==> config.mk <==
export PLATFORM = sky130hd
export DESIGN_NAME = edfs_cell
export DESIGN_NICKNAME = d
export VERILOG_FILES = /design/src/design/edfs_pkg.sv /design/src/design/edfs_cell.sv
export SDC_FILE = /design/constraint.sdc
export NUM_CORES = 1
export LEC_CHECK = 0
export BUFFER_PORTS_ARGS = -buffer_cell sky130_fd_sc_hd__buf_2
export CORE_MARGIN = 3
export CORE_UTILIZATION = 65
export DETAILED_ROUTE_END_ITERATION = 16
export PLACE_DENSITY = 0.85
export SYNTH_ARGS = -nofsm -noshare
export SYNTH_HDL_FRONTEND = slang
export SYNTH_SLANG_ARGS = --single-unit
export TNS_END_PERCENT = 30
==> constraint.sdc <==
create_clock -name clk_i -period 19.46 [get_ports clk_i]
set_clock_uncertainty 0.05 [all_clocks]
set_input_delay 1.946 -clock clk_i [delete_from_list [all_inputs] [get_ports clk_i]]
set_output_delay 1.946 -clock clk_i [all_outputs]
set_load 0.05 [all_outputs]
==> src/design/edfs_pkg.sv <==
package edfs_pkg;

  localparam int NUM_TASKS  = 8;
  localparam int TIME_WIDTH = 16;
  localparam int STEP_W     = 32;
  localparam int IDX_W      = (NUM_TASKS > 1) ? $clog2(NUM_TASKS) : 1;
  localparam int CNT_W      = 6;
  localparam int MASK_W     = (NUM_TASKS < 8) ? NUM_TASKS : 8;

  localparam logic ACT_LOAD = 1'b0;
  localparam logic ACT_TICK = 1'b1;

  typedef struct packed {
    logic        action;
    logic [2:0]  task_index;
    logic [15:0] start_time;
    logic [15:0] rel_deadline;
    logic [15:0] period;
    logic [15:0] exec_time;
  } in_t;

  typedef struct packed {
    logic [31:0] step_number;
    logic        run_valid;
    logic [2:0]  run_task;
    logic [31:0] run_deadline;
    logic [7:0]  missed_mask;
    logic [7:0]  released_mask;
  } res_t;

  typedef struct packed {
    logic             load;
    logic             init;
    logic             div_step;
    logic             update;
    logic             select;
    logic             dec;
    logic [IDX_W-1:0] dec_idx;
  } cell_ctrl_t;

  typedef struct packed {
    logic             valid;
    logic [IDX_W-1:0] idx;
    logic [STEP_W:0]  dl;
  } cand_t;

endpackage

==> src/design/edfs_cell.sv <==
module edfs_cell import edfs_pkg::*; (
  input  logic              clk_i,
  input  logic              rst_ni,
  input  logic [IDX_W-1:0]  idx_i,
  input  cell_ctrl_t        ctrl_i,
  input  in_t               load_i,
  input  logic [STEP_W-1:0] step_i,
  input  cand_t             cand_i,
  output cand_t             cand_o,
  output logic              miss_o,
  output logic              rel_o
);

  logic [TIME_WIDTH-1:0] start_q, dlen_q, per_q, exec_q, remw_q;
  logic [STEP_W-1:0]     d_q;
  logic                  act_q;
  logic [TIME_WIDTH-1:0] rd_q, rp_q;
  logic                  own_v_q;
  logic [STEP_W:0]       own_dl_q;
  cand_t                 cand_q;
  logic                  miss_q, rel_q;

  logic [TIME_WIDTH-1:0] len, plen, rd_d, rp_d, rem_rel;
  logic [TIME_WIDTH:0]   tmp_d, tmp_p, sum;
  logic                  rel_now;

  always_comb begin
    len     = (dlen_q == '0) ? TIME_WIDTH'(1) : dlen_q;
    plen    = (per_q == '0) ? TIME_WIDTH'(1) : per_q;
    tmp_d   = {rd_q, d_q[STEP_W-1]};
    tmp_p   = {rp_q, d_q[STEP_W-1]};
    rd_d    = (tmp_d >= {1'b0, len}) ? TIME_WIDTH'(tmp_d - {1'b0, len}) : TIME_WIDTH'(tmp_d);
    rp_d    = (tmp_p >= {1'b0, plen}) ? TIME_WIDTH'(tmp_p - {1'b0, plen}) : TIME_WIDTH'(tmp_p);
    sum     = {1'b0, remw_q} + {1'b0, exec_q};
    rel_now = act_q && (rp_q == '0);
    rem_rel = remw_q;
    if (rel_now) begin
      rem_rel = sum[TIME_WIDTH] ? '1 : sum[TIME_WIDTH-1:0];
    end
  end

  always_ff @(posedge clk_i or negedge rst_ni) begin
    if (!rst_ni) begin
      start_q  <= '0;
      dlen_q   <= TIME_WIDTH'(1);
      per_q    <= TIME_WIDTH'(1);
      exec_q   <= '0;
      remw_q   <= '0;
      d_q      <= '0;
      act_q    <= 1'b0;
      rd_q     <= '0;
      rp_q     <= '0;
      own_v_q  <= 1'b0;
      own_dl_q <= '0;
      cand_q   <= '0;
      miss_q   <= 1'b0;
      rel_q    <= 1'b0;
    end else begin
      if (ctrl_i.load && (32'(load_i.task_index) == 32'(idx_i))) begin
        start_q <= TIME_WIDTH'(load_i.start_time);
        dlen_q  <= TIME_WIDTH'(load_i.rel_deadline);
        per_q   <= TIME_WIDTH'(load_i.period);
        exec_q  <= TIME_WIDTH'(load_i.exec_time);
        remw_q  <= '0;
      end
      if (ctrl_i.init) begin
        d_q    <= step_i - STEP_W'(start_q);
        act_q  <= step_i >= STEP_W'(start_q);
        rd_q   <= '0;
        rp_q   <= '0;
        miss_q <= 1'b0;
        rel_q  <= 1'b0;
      end
      if (ctrl_i.div_step) begin
        rd_q <= rd_d;
        rp_q <= rp_d;
        d_q  <= {d_q[STEP_W-2:0], 1'b0};
      end
      if (ctrl_i.update) begin
        miss_q   <= act_q && (rd_q == '0) && (remw_q != '0);
        rel_q    <= rel_now;
        remw_q   <= rem_rel;
        own_v_q  <= act_q && (rem_rel != '0);
        own_dl_q <= {1'b0, step_i} + (STEP_W+1)'(len - TIME_WIDTH'(1) - rd_q);
      end
      if (ctrl_i.select) begin
        if (own_v_q && (!cand_i.valid || (own_dl_q < cand_i.dl))) begin
          cand_q <= '{valid: 1'b1, idx: idx_i, dl: own_dl_q};
        end else begin
          cand_q <= cand_i;
        end
      end
      if (ctrl_i.dec && (ctrl_i.dec_idx == idx_i)) begin
        remw_q <= remw_q - TIME_WIDTH'(1);
      end
    end
  end

  assign cand_o = cand_q;
  assign miss_o = miss_q;
  assign rel_o  = rel_q;

endmodule

* Word level (Yosys, flattened, before mapping) *
Index checks and enable logic that the tools add are counted.

operators by class
  add/subtract/negate cells = 8
  $lt $le $gt $ge = 4
  equal/unequal tests = 2
  multiplexer cells = 18
  reduce and logical (&&, ||, !) cells = 18

operator list
  operator                 number
  $mux W16                 12
  $logic_not A16 Y1        4
  $mux W32                 2
  $mux W37                 1
  $ge A17 B16 Y1           2
  $add A32 B33 Y33         1
  $lt A33 B33 Y1           1
  $ge A32 B16 Y1           1
  $reduce_bool A16 Y1      2
  $sub A16 B16 Y16         2
  $sub A32 B16 Y32         1
  $sub A17 B17 Y18         1
  $add A16 B16 Y17         1
  $sub A16 B1 Y17 const B  1
  $sub A16 B1 Y16 const B  1
  $logic_and A1 B1 Y1      7
  $eq A3 B3 Y1             2
  $reduce_bool A2 Y1       2
  $mux W1                  3
  $reduce_bool A3 Y1       1
  $logic_not A1 Y1         1
  $logic_or A1 B1 Y1       1

storage, ports and cells
  register bits after elaboration = 218
  input port bits = 151
  output and inout port bits = 39
  word-level logic and storage cells = 66

* Logic depth before layout (Yosys ltp) *
  depth in word-level cells = 5
  gate-level depth with buffers = 27
  depth with buffers taken out = 27

* Worst setup path after synthesis *
OpenSTA, ideal clock, no wires.

  path kind = flip-flop to flip-flop
  start = register dlen_q[7]
  end = register own_dl_q[32]
  library setup time = 0.121 ns
  arrival = 6.627 ns
  required time = 19.289 ns
  slack = 12.662 ns
  stages on the path, launching flop included = 27
  path buffers = 0
  clock period less this slack = 6.798 ns
  cell sequence = dfrtp_1 -> nor2_1 -> nand2_1 -> nor3_1 -> a31o_2 -> inv_1 -> ha_1 -> nand4_1 -> nor3_1 -> nand2b_1 -> ha_1 -> a211oi_1 -> nor2_1 -> a22o_1 -> o41ai_1 -> a21oi_1 -> a21boi_0 -> ha_1 -> a21oi_1 -> o21ai_0 -> a211oi_1 -> o221ai_1 -> o31a_1 -> a31oi_1 -> nor3b_1 -> o41a_1 -> a22o_1

on the way
  cells in the longest elaborated chain, start to end = 5

RTL lines
  item                      line             source
  start: declaration        edfs_cell.sv:14  logic [TIME_WIDTH-1:0] start_q, dlen_q, per_q, exec_q, remw_q;
  start signal: assignment  edfs_cell.sv:61  dlen_q <= TIME_WIDTH'(load_i.rel_deadline);
  $logic_not A16 Y1         edfs_cell.sv:28  len = (dlen_q == '0) ? TIME_WIDTH'(1) : dlen_q;
  $mux W16 (*)              edfs_cell.sv:28
  $sub A16 B1 Y17 (*)       edfs_cell.sv:84  own_dl_q <= {1'b0, step_i} + (STEP_W+1)'(len - TIME_WIDTH'(1) - rd_q);
  $sub A17 B17 Y18 (*)      edfs_cell.sv:84
  $add A32 B33 Y33 (*)      edfs_cell.sv:84
  end signal: assignment    edfs_cell.sv:84
  end: declaration          edfs_cell.sv:19  logic [STEP_W:0] own_dl_q;

Every way passes the cells marked *; elsewhere a longest branch is shown, timed or not.
A chain may end at the register's enable or synchronous reset.

* Worst setup path in the final report *
  start = register dlen_q[7]
  end = register own_dl_q[30]

Same word-level chain as after synthesis.

==> impl_metrics.toml <==
[yosys]
ys_seq_area_share_pct = 32.07
synth_top_area_share_pct = 31.76
syn_area_um2 = 17020
ys_seq_elements = 218
syn_nets = 2353
ys_types = 71
ys.flop_type = "dfrtp_1"
ys_async_sr_fraction_pct = 100.0
synthTopCellsByCount = "nand2_1, dfrtp_1, ha_1"
synth.avg_cell_area_um2 = 8.301
ys_warn_count = 0
synth.most_common_cell = "nand2_1"
yosys.area.top_type = "dfrtp_1"
synth_edf_count = 0
synthesis.instances = 2050
yosys-top-cells-area = "dfrtp_1, ha_1, nand2_1, o21ai_0, a21oi_1"

[floorplanning]
pin_count = 190
coreArea_um2 = 25470
die_area_um2 = 28160
die_y_um = 167.8
initial_core_util_pct = 66.80
rows = 58
die_w_um = 167.8

[routing]
m1WireLength_um = 20080
wire_per_inst_um = 19.47
top_layer = "met5"
wl_met3_um = 4022
drtIter0Drc = 1958
vias_per_cell = 6.662
ant_nets = 0
vias = 16890
drc = 0
routed_wl_um = 49360
dr.pass1.iters = 5
dr_wl_met2_um = 23140

[setup_path]
cp_top_family = "compound AO/OA/AOI/OAI gates"
critical_path.slowest_cell = "nor4_1"
slowest_delay_ps = 550
end_kind = "flop"
cp.arrival_ps = 7420
crit_fanout = 18
startpoint_type = "flop"
criticalPathCategory = "flop to flop"
worst-path-buf-inv = 2
crit_required_ps = 19820

[cts]
clk_latency_ps = 540
cts_tree = "yes"
clk_path_buf_depth = 3
cts_root_buf = "clkbuf_16"
cts_setup_buffers = 0
ctsResizeCount = 0
numCtsBuffers = 26
clock_sinks = 218
htreeDepth = 1
ctsHoldBuffers = 0
clk_pin_slew_worst_paths_ps = 60

[grt]
grt_max_degree = 112
overflow = 0
antenna_found_initial = 6
grt_usage_pct = 33.37
grt_pass1_vias = 15950
grt_pass1_wl_um = 79010

[timing]
slew_headroom_pct = 16.11
post-route-period-util_pct = 36.26
fin_ws_ps = 12400
finalHoldViolations = 0
max_freq_ghz = 0.1417
tightest_slew_ps = 1254
rsz0062_at_grt = "false"
whs_ps = 419.3
final_max_slew_viol_count = 0
fin_tns_setup_ps = 0
min_period_ps = 7056
setup_viol = 0

[placement]
preCtsSetupSlack_ps = 12620
placed_cell_area_um2 = 18160
io_buffers = 188
dpl.hpwl_um = 35700
place_congestion = 0.9738
placedCellCount = 2485

[pwr]
p_leak_nw = 8.830
ir_drop_mv = 0.1230
p_total_mw = 3.743
power.density_nw_per_um2 = 196.2

[final_layout]
fin_nets = 2486
drive_above_1_share_pct = 13.82
area_delta_synth_final_pct = 12.12
fillers = 1902
post-route-util_pct = 74.90
finalInstanceArea_um2 = 19080
layout.cells.non_filler = 2535

[min_path]
hold_class = "flop to flop"

[run_status]
status = "finished, final reports clean"

[job]
maxCapViolCount = 0
## sequential cells by signal (all words and copies together) (netlist names)
name	flops
per_q	16
start_q	16
rel_o	1
dlen_q	16
exec_q	16
act_q	1
miss_o	1
cand_o	37
rd_q	16
own_dl_q	33
d_q	32
rp_q	16
own_v_q	1
remw_q	16
## routing by layer
metal	track usage, %	vias up
li1	-	7852
met1	43.97	8006
met2	55.59	872
met3	4.931	156
met4	13.45	2
met5	0	-
## worst reg2reg max path, cell delays in order (launching register included)
cell and delay (ps):
dfrtp_1 410, nor2_1 180, nand2_1 100, nor3_1 460, a31o_2 340, inv_1 60
ha_1 220, nand4_1 190, nor3_1 110, nand2b_1 160, ha_1 320, a211oi_1 420
nor2_1 110, a22o_1 240, o41ai_1 490, a21oi_1 180, a21boi_1 200, buf_4 280
ha_1 270, nand4_1 170, nor2_1 290, nand3_1 130, nor4_1 550, o31ai_1 210
o211ai_1 240, a31oi_1 140, xnor2_1 150, mux2_2 260
## layout by cell type (no fill, tap or decap), types with 20 or more instances in the layout
master / n
nor3_1: 51
nor4_1: 28
o2111ai_1: 43
a21o_1: 57
buf_2: 187
o21a_1: 21
nor2b_1: 23
and3_1: 31
nand3_1: 72
ha_1: 146
o41ai_1: 43
o31ai_1: 22
a31oi_1: 54
a21oi_1: 123
o211ai_1: 20
o21ai_0: 142
or3_1: 21
nand2_1: 217
xor2_1: 33
inv_1: 138
dfrtp_1: 216
xnor2_1: 64
nor2_1: 139
clkbuf_16: 27
nand4_1: 32
## layout make-up
| type | instances | area (um^2) | share of cell area, % |
|---|---|---|---|
| clock buffer | 35 | 755.7 | 3.961 |
| tap | 330 | 412.9 | 2.164 |
| inverter | 141 | 530.5 | 2.781 |
| sequential | 218 | 5458 | 28.61 |
| multi-input combinational | 1591 | 10680 | 55.98 |
| antenna | 5 | 12.51 | 0.06558 |
| clock inverter | 10 | 150.1 | 0.7870 |
| timing repair buffer | 205 | 1079 | 5.653 |
## logic make-up (layout without fill, tap and decap cells)
family,Yosys count,after routing,synth area share (%)
compound gates,645,645,25.48
xor+xnor,97,97,4.993
fa+ha+maj,152,152,11.44
buf+inv,241,391,5.346
flops,218,218,32.07
mux,37,37,2.309
other cells,0,5,0
simple gates,660,660,18.36
## report_power, final
group / total (mW) / switching [mW] / internal [mW] / leakage, nW
Sequential: 0.783 / 0.153 / 0.630 / 2.66
Combinational: 2.44 / 1.46 / 0.978 / 5.72
Clock: 0.519 / 0.196 / 0.322 / 0.452
## worst paths after layout
check,from,to,slack (ps),cells after the start
worst max-delay path,dlen_q[7],own_dl_q[30],12400,27
worst min-delay path,per_q[0],per_q[0],420,2
worst max register to register,dlen_q[7],own_dl_q[30],12400,27
worst min register to register,per_q[0],per_q[0],420,2
max in group asynchronous,rst_ni,rp_q[11],15880,3
min in group asynchronous,rst_ni,cand_o[36],1340,1
Note: power is estimated with default switching activity, not from simulation.
